===== config.mk =====
export PLATFORM = sky130hd
export DESIGN_NAME = stepper_rotation_with_zero_seek
export DESIGN_NICKNAME = d
export VERILOG_FILES = /design/src/rtl/core/srz_pkg.sv /design/src/rtl/core/srz_step.sv /design/src/rtl/core/stepper_rotation_with_zero_seek.sv
export SDC_FILE = /design/constraint.sdc
export NUM_CORES = 1
export LEC_CHECK = 0
export BUFFER_PORTS_ARGS = -buffer_cell sky130_fd_sc_hd__buf_2
export CAP_MARGIN = 30
export CORE_UTILIZATION = 45
export DETAILED_ROUTE_END_ITERATION = 16
export PLACE_DENSITY = 0.69
export SYNTH_ARGS = -nofsm -noshare
export SYNTH_HDL_FRONTEND = slang
export SYNTH_SLANG_ARGS = --single-unit

===== constraint.sdc =====
create_clock -name clk -period 3.5 [get_ports clk]
set_input_delay 0.7 -clock clk [delete_from_list [all_inputs] [get_ports clk]]
set_output_delay 0.7 -clock clk [all_outputs]
set_load 0.02 [all_outputs]

===== src/rtl/core/srz_pkg.sv =====
package srz_pkg;

  // Command codes
  localparam logic [2:0] CMD_TICK   = 3'd0;
  localparam logic [2:0] CMD_ROTATE = 3'd1;
  localparam logic [2:0] CMD_SEEK   = 3'd2;
  localparam logic [2:0] CMD_ABORT  = 3'd3;
  localparam logic [2:0] CMD_CLEAR  = 3'd4;

  // Status codes
  localparam logic [2:0] STS_NONE      = 3'd0;
  localparam logic [2:0] STS_ACCEPTED  = 3'd1;
  localparam logic [2:0] STS_BUSY      = 3'd2;
  localparam logic [2:0] STS_DONE      = 3'd3;
  localparam logic [2:0] STS_ABORTED   = 3'd4;
  localparam logic [2:0] STS_ABORT_ACK = 3'd5;

  localparam logic [15:0] DELAY_RESET = 16'd50;
  localparam logic [3:0]  COILS_OFF   = 4'hF;

  // Motion mode, one-hot
  typedef enum logic [2:0] {
    MODE_IDLE   = 3'b001,
    MODE_ROTATE = 3'b010,
    MODE_SEEK   = 3'b100
  } mode_t;

  typedef struct packed {
    logic [2:0]        cmd;
    logic signed [7:0] step_count;
    logic              zero_sensor;
  } cmd_item_t;

  typedef struct packed {
    logic [3:0] coil_pattern;
    logic [1:0] phase;
    logic [2:0] status;
  } res_item_t;

  typedef struct packed {
    logic [1:0]  phase_index;
    logic [7:0]  steps_left;
    logic        direction_down;
    mode_t       motion_mode;
    logic [15:0] delay_count;
    logic        abort_latched;
    logic [3:0]  coil_out;
  } motor_state_t;

  // Active-low wave-drive pattern for each phase
  function automatic logic [3:0] coil_for_phase(input logic [1:0] ph);
    logic [3:0] pat;
    case (ph)
      2'd0:    pat = 4'h7;
      2'd1:    pat = 4'hB;
      2'd2:    pat = 4'hD;
      default: pat = 4'hE;
    endcase
    return pat;
  endfunction

endpackage


===== src/rtl/core/srz_step.sv =====
// Next-state and status logic for one item.
module srz_step import srz_pkg::*; (
  input  motor_state_t cur,
  input  cmd_item_t    item,
  input  logic [15:0]  step_delay_ticks,
  output motor_state_t nxt,
  output res_item_t    res
);

  logic [15:0] limit;
  logic [15:0] delay_inc;
  logic        step_due;
  logic [1:0]  phase_stepped;
  logic [7:0]  steps_dec;
  logic [2:0]  status;
  logic        moving;

  // Delay counting and the phase move it triggers
  assign limit         = (step_delay_ticks == 16'd0) ? 16'd1 : step_delay_ticks;
  assign delay_inc     = cur.delay_count + 16'd1;
  assign step_due      = (delay_inc >= limit);
  assign phase_stepped = cur.direction_down ? cur.phase_index - 2'd1
                                            : cur.phase_index + 2'd1;
  assign steps_dec     = cur.steps_left - 8'd1;
  assign moving        = (cur.motion_mode != MODE_IDLE);

  always_comb begin
    nxt    = cur;
    status = STS_NONE;
    case (item.cmd)
      CMD_ROTATE, CMD_SEEK: begin
        if (cur.abort_latched) begin
          status = STS_ABORTED;
        end else if (moving) begin
          status = STS_BUSY;
        end else if (item.cmd == CMD_ROTATE) begin
          if (item.step_count == 8'sd0) begin
            status = STS_DONE;
          end else begin
            nxt.direction_down = item.step_count[7];
            nxt.steps_left     = item.step_count[7] ? 8'd0 - item.step_count
                                                    : item.step_count;
            nxt.delay_count    = 16'd0;
            nxt.motion_mode    = MODE_ROTATE;
            status             = STS_ACCEPTED;
          end
        end else begin
          nxt.direction_down = 1'b0;
          nxt.steps_left     = 8'd0;
          nxt.delay_count    = 16'd0;
          nxt.motion_mode    = MODE_SEEK;
          status             = STS_ACCEPTED;
        end
      end
      CMD_ABORT: begin
        nxt.abort_latched = 1'b1;
        nxt.motion_mode   = MODE_IDLE;
        nxt.steps_left    = 8'd0;
        nxt.delay_count   = 16'd0;
        status            = STS_ABORT_ACK;
      end
      CMD_CLEAR: begin
        nxt.abort_latched = 1'b0;
        status            = STS_ACCEPTED;
      end
      default: begin
        // tick; unused codes behave the same
        if (cur.motion_mode == MODE_SEEK && cur.delay_count == 16'd0 &&
            !item.zero_sensor) begin
          nxt.motion_mode = MODE_IDLE;
          status          = STS_DONE;
        end else if (moving) begin
          if (step_due) begin
            nxt.delay_count = 16'd0;
            nxt.phase_index = phase_stepped;
            nxt.coil_out    = coil_for_phase(phase_stepped);
            if (cur.motion_mode == MODE_ROTATE) begin
              nxt.steps_left = steps_dec;
              if (steps_dec == 8'd0) begin
                nxt.motion_mode = MODE_IDLE;
                status          = STS_DONE;
              end
            end
          end else begin
            nxt.delay_count = delay_inc;
          end
        end
      end
    endcase
  end

  assign res.coil_pattern = nxt.coil_out;
  assign res.phase        = nxt.phase_index;
  assign res.status       = status;

endmodule


===== src/rtl/core/stepper_rotation_with_zero_seek.sv =====
// Four-phase wave-drive stepper controller with seek-to-zero. Each command
// item (tick, rotate, seek, abort, clear abort) gives exactly one result
// item with the active-low coil pattern, the phase and a status. The block
// takes one item per clock cycle sustained while results are taken as they
// come; an item lands in the input register, is evaluated combinationally
// against the motor state, and its result is then registered in the output
// register. While a result waits, the input register takes one more item
// and then the input stalls until the result is taken. step_delay_ticks
// (reset 50) is to be written with cfg_we only while no item is in flight;
// the block itself does not enforce this. A value of zero acts as one.
module stepper_rotation_with_zero_seek import srz_pkg::*; (
  input  logic      clk,
  input  logic      rst,
  input  logic      cmd_valid,
  output logic      cmd_ready,
  input  cmd_item_t cmd_item,
  output logic      res_valid,
  input  logic      res_ready,
  output res_item_t res_item,
  input  logic        cfg_we,
  input  logic [15:0] cfg_data
);

  logic         item_valid;
  cmd_item_t    item;
  logic         advance;
  logic [15:0]  step_delay_ticks;
  motor_state_t state;
  motor_state_t state_next;
  res_item_t    res_next;

  assign advance   = item_valid && (!res_valid || res_ready);
  assign cmd_ready = !item_valid || advance;

  // Input register
  always_ff @(posedge clk) begin
    if (rst) begin
      item_valid <= 1'b0;
    end else if (cmd_ready) begin
      item_valid <= cmd_valid;
    end
  end

  always_ff @(posedge clk) begin
    if (cmd_ready && cmd_valid) begin
      item <= cmd_item;
    end
  end

  // Delay register
  always_ff @(posedge clk) begin
    if (rst) begin
      step_delay_ticks <= DELAY_RESET;
    end else if (cfg_we) begin
      step_delay_ticks <= cfg_data;
    end
  end

  srz_step u_step (
    .cur              (state),
    .item             (item),
    .step_delay_ticks (step_delay_ticks),
    .nxt              (state_next),
    .res              (res_next)
  );

  // Motor state
  always_ff @(posedge clk) begin
    if (rst) begin
      state.phase_index    <= 2'd0;
      state.steps_left     <= 8'd0;
      state.direction_down <= 1'b0;
      state.motion_mode    <= MODE_IDLE;
      state.delay_count    <= 16'd0;
      state.abort_latched  <= 1'b0;
      state.coil_out       <= COILS_OFF;
    end else if (advance) begin
      state <= state_next;
    end
  end

  // Result register
  always_ff @(posedge clk) begin
    if (rst) begin
      res_valid <= 1'b0;
    end else if (advance) begin
      res_valid <= 1'b1;
    end else if (res_ready) begin
      res_valid <= 1'b0;
    end
  end

  always_ff @(posedge clk) begin
    if (advance) begin
      res_item <= res_next;
    end
  end

  // Checks
  a_mode_onehot: assert property (@(posedge clk) disable iff (rst)
    $onehot(state.motion_mode))
    else $error("motion mode not one-hot");

  a_rotate_has_steps: assert property (@(posedge clk) disable iff (rst)
    state.motion_mode == MODE_ROTATE |-> state.steps_left != 8'd0)
    else $error("rotating with no steps left");

  a_abort_idle: assert property (@(posedge clk) disable iff (rst)
    state.abort_latched |-> state.motion_mode == MODE_IDLE)
    else $error("motion while abort latched");

  a_idle_delay_clear: assert property (@(posedge clk) disable iff (rst)
    state.motion_mode == MODE_IDLE |-> state.delay_count == 16'd0)
    else $error("delay counter running while idle");

endmodule

==> impl_metrics.env <==
export IMPL_die_area_mm2=0.009909
export IMPL_p_per_area_mw_per_mm2=355.1
export IMPL_crit_chain="and3_1 > and4_4 > nand4_1 > nor2_1 > xor2_1 > ha_1 > and4_4 > a221oi_2 > buf_4 > nand3_1 > a211o_1 > or4_1 > o21ai_0"
export IMPL_avgSynthCellArea_um2=8.810
export IMPL_path_clk_slew_ns=0.08
export IMPL_clock_skew_ns=0.01019
export IMPL_htree_num_levels=3
export IMPL_initial_core_util_pct=46.34
export IMPL_design_area_mm2=0.005091
export IMPL_startpoint_type="flop"
export IMPL_insertion_delay_ns=0.35
export IMPL_synth_compound_area_share_pct=15.96
export IMPL_fmax_mhz=299.3
export IMPL_fin_nets=609
export IMPL_gr_usage_all_layers_pct=21.45
export IMPL_syn_inst=486
export IMPL_place_ws_ns=-0.1542
export IMPL_async_reset_ff_share_pct=0
export IMPL_synth_simple_area_share_pct=23.29
export IMPL_post_route_util_pct=55.10
export IMPL_cts_sinks=74
export IMPL_num_vias=3860
export IMPL_rr_endpoint="state[18]"
export IMPL_setup_viol=0
export IMPL_crit_type="reg2reg"
export IMPL_cts_root_buf="clkbuf_8"
export IMPL_power_leakage_nw=2.119
export IMPL_critPathArrivalTime_ns=3.61
export IMPL_die_w_um=99.55
export IMPL_ff2ff_path_depth=13
export IMPL_critical_path_max_stage_delay_ns=0.42
export IMPL_path_common_cell="and4_4"
export IMPL_synth_flop_cell="dfxtp_1"
export IMPL_netlist_area_mm2=0.004282
export IMPL_reg2reg_slack_ns=0.16
export IMPL_maxSlewHeadroom_pct=62.70
export IMPL_synthXorXnorAreaFrac_pct=4.909
export IMPL_syn_to_final_growth_pct=18.91
export IMPL_crit_required_ns=3.77
export IMPL_cts_buffer_depth=2
export IMPL_rr_startpoint="state[7]"
export IMPL_ys_seq_area_share_pct=39.51
export IMPL_cp_slowest_cell="or4_1"
export IMPL_critPathMaxFanout=6
export IMPL_grt_overflow=0
export IMPL_worstSetupEndpointType="flop"
export IMPL_grt_pass1_vias=3600
export IMPL_tns_ns=0
export IMPL_critPathLaunch="state[7]"
export IMPL_synth_top_family_by_area="simple AND/OR/NAND/NOR gates"
export IMPL_outcome="completed"
export IMPL_max_slew_worst_pin_slew_ns=0.5544
export IMPL_finalCriticalPeriod_ns=3.341
export IMPL_ant_nets=0
export IMPL_synth_edf_count=21
export IMPL_drv_slew=0
export IMPL_wirelength_um=10150
export IMPL_ys_types=63
export IMPL_yosys_warnings=0
export IMPL_synthAdderAreaFrac_pct=7.306
export IMPL_ys_ff_latch=74
export IMPL_finalCritPeriodShare_pct=95.47
export IMPL_cts_buffers_inserted=9
export IMPL_synthMuxAreaShare_pct=4.004
export IMPL_cp_endpoint="state[18]"
export IMPL_layout_setup_ws_ns=0.1585
export IMPL_ios=44
export IMPL_synthTopCellsByArea="dfxtp_1 25%, edfxtp_1 15%, ha_1 7.3%, nor2_1 5.0%, mux2i_1 3.7%"
export IMPL_placed_area_mm2=0.004697
export IMPL_drcViolationCount=0
export IMPL_hold_buffers=0
export IMPL_finalHoldViolCount=0
export IMPL_grt_antenna_before_repair=0
export IMPL_fillCellCount=829
export IMPL_row_count=35
export IMPL_vias_per_cell=5.635
export IMPL_cts_tree="built"
export IMPL_ir_drop_uv=331.8
export IMPL_synth_top_cell_area_share_pct=24.78
export IMPL_drive_gt1_share_pct=21.94
export IMPL_syn_nets=544
export IMPL_drtPass1Iterations=7
export IMPL_yosysTopAreaCell="dfxtp_1"
export IMPL_total_power_w=0.001808
export IMPL_core_area_mm2=0.009240
export IMPL_grt_max_degree=28
export IMPL_hpwl_um=7200
export IMPL_grt_pass1_wl_um=16990
export IMPL_hold_class="reg2reg"
export IMPL_n_antenna_cell=0
export IMPL_rsz0062_at_grt="true"
export IMPL_place_congestion=0.9306
export IMPL_dr_first_iter_drc_count=319
export IMPL_portBuffers=43
export IMPL_maxCapViolations=0
export IMPL_fp_dieH_um=99.55
export IMPL_wl_per_cell_um=14.82
-- Yosys cell counts, types with 4 or more instances --
| master | instances |
|---|---|
| a211oi_1 | 4 |
| a21oi_1 | 29 |
| a22oi_1 | 5 |
| a31oi_1 | 6 |
| a32oi_1 | 4 |
| and3_1 | 5 |
| and4_1 | 5 |
| buf_2 | 5 |
| clkbuf_1 | 13 |
| dfxtp_1 | 53 |
| edfxtp_1 | 21 |
| ha_1 | 25 |
| inv_1 | 28 |
| mux2i_1 | 16 |
| nand2_1 | 35 |
| nand2b_1 | 9 |
| nand3_1 | 12 |
| nand3b_1 | 5 |
| nand4_1 | 6 |
| nor2_1 | 57 |
| nor2b_1 | 4 |
| nor3_1 | 14 |
| nor3b_1 | 5 |
| nor4_1 | 9 |
| nor4b_1 | 4 |
| o211ai_1 | 4 |
| o21ai_0 | 19 |
| or3_1 | 5 |
| or4_1 | 4 |
| xnor2_1 | 13 |
| xor2_1 | 11 |
-- stage by stage --
step | cells | hold slack, ns
3_3_place_gp | 653 | 0.4824
5_1_grt | 685 | 0.5055
3_5_place_dp | 653 | 0.4852
2_1_floorplan | 486 | 0.4570
6_report | 685 | 0.4988
4_1_cts | 680 | 0.5046
-- state kept, by name, summed over array words and instances, names as in the netlist --
signal,cells
res_valid,1
res_item,9
state,35
item,12
item_valid,1
step_delay_ticks,16
-- timing repair --
action                                  CTS  global route
resized for setup                         5            20
pin swaps                                 2             5
endpoints found under the setup margin   32            37
hold endpoints to repair                  0             0
cloned                                    1             1
setup buffers                            10             4
-- area by class of cell --
| class | count | area (um2) | share of cell area, % |
|---|---|---|---|
| Tap cell | 129 | 161.4 | 3.170 |
| Inverter | 29 | 108.9 | 2.138 |
| Multi-Input combinational cell | 359 | 2450 | 48.12 |
| Clock inverter | 7 | 68.82 | 1.352 |
| Clock buffer | 9 | 123.9 | 2.433 |
| Sequential cell | 74 | 1699 | 33.37 |
| Timing Repair Buffer | 78 | 479.2 | 9.413 |
-- per-layer routing --
metal,vias to the layer above,GRT usage [%],wire length (um)
met5,-,0,0
met4,0,7.353,145
met3,14,3.162,568
met2,136,33.39,4670
met1,1818,30.39,4766
li1,1892,-,-
-- cells in the final DEF (no fill, tap or decap), drive strengths merged, types with 5 or more instances in the layout --
cell type | synthesis | routed
a211oi | 5 | 5
a21oi | 29 | 29
a22oi | 5 | 5
a31oi | 6 | 6
and3 | 5 | 5
and4 | 5 | 5
buf | 9 | 77
clkbuf | 15 | 9
clkinv | 1 | 5
dfxtp | 53 | 53
edfxtp | 21 | 21
ha | 25 | 25
inv | 28 | 29
mux2i | 16 | 16
nand2 | 35 | 35
nand2b | 9 | 9
nand3 | 12 | 12
nand3b | 5 | 5
nand4 | 6 | 6
nor2 | 58 | 58
nor3 | 14 | 14
nor3b | 5 | 5
nor4 | 10 | 10
o21ai | 19 | 19
or3 | 5 | 5
xnor2 | 13 | 13
xor2 | 11 | 11
-- cell families (layout without fill, tap and decap cells) --
| group | after synthesis | in the layout |
|---|---|---|
| AND/OR/NAND/NOR | 190 | 190 |
| AO/OA/AOI/OAI | 103 | 103 |
| flip-flops | 74 | 74 |
| buffers and inverters | 53 | 123 |
| XOR/XNOR | 24 | 24 |
| multiplexers | 17 | 17 |
| adder cells (fa/ha/maj) | 25 | 25 |
-- worst max-delay path, delay by kind of cell, from the launching register on --
family	cells	cell delay, ns
AOI/OAI and AO/OA	3	0.71
xor gates and xnor gates	1	0.27
adders and majority gates	1	0.30
buffers and inverters	1	0.18
DFF	1	0.38
and+or+nand+nor	7	1.42
-- worst min path at each step --
stage | from | end | slack [ns] | cells past startpoint
3_3_place_gp | state[32] | state[32] | 0.48 | 2
3_5_place_dp | step_delay_ticks[0] | step_delay_ticks[0] | 0.49 | 2
2_1_floorplan | state[20] | state[20] | 0.46 | 2
4_1_cts | cmd_item[1] | item[1] | 0.50 | 1
5_1_grt | cmd_item[1] | item[1] | 0.51 | 1
6_report | step_delay_ticks[0] | step_delay_ticks[0] | 0.50 | 2
-- power by group --
part | switching [W] | total [W] | internal [W]
Sequential | 0.0000275 | 0.000937 | 0.000909
Combinational | 0.000127 | 0.000212 | 0.0000851
Clock | 0.000331 | 0.000659 | 0.000328
No activity file was read; power rests on OpenSTA's default activity.
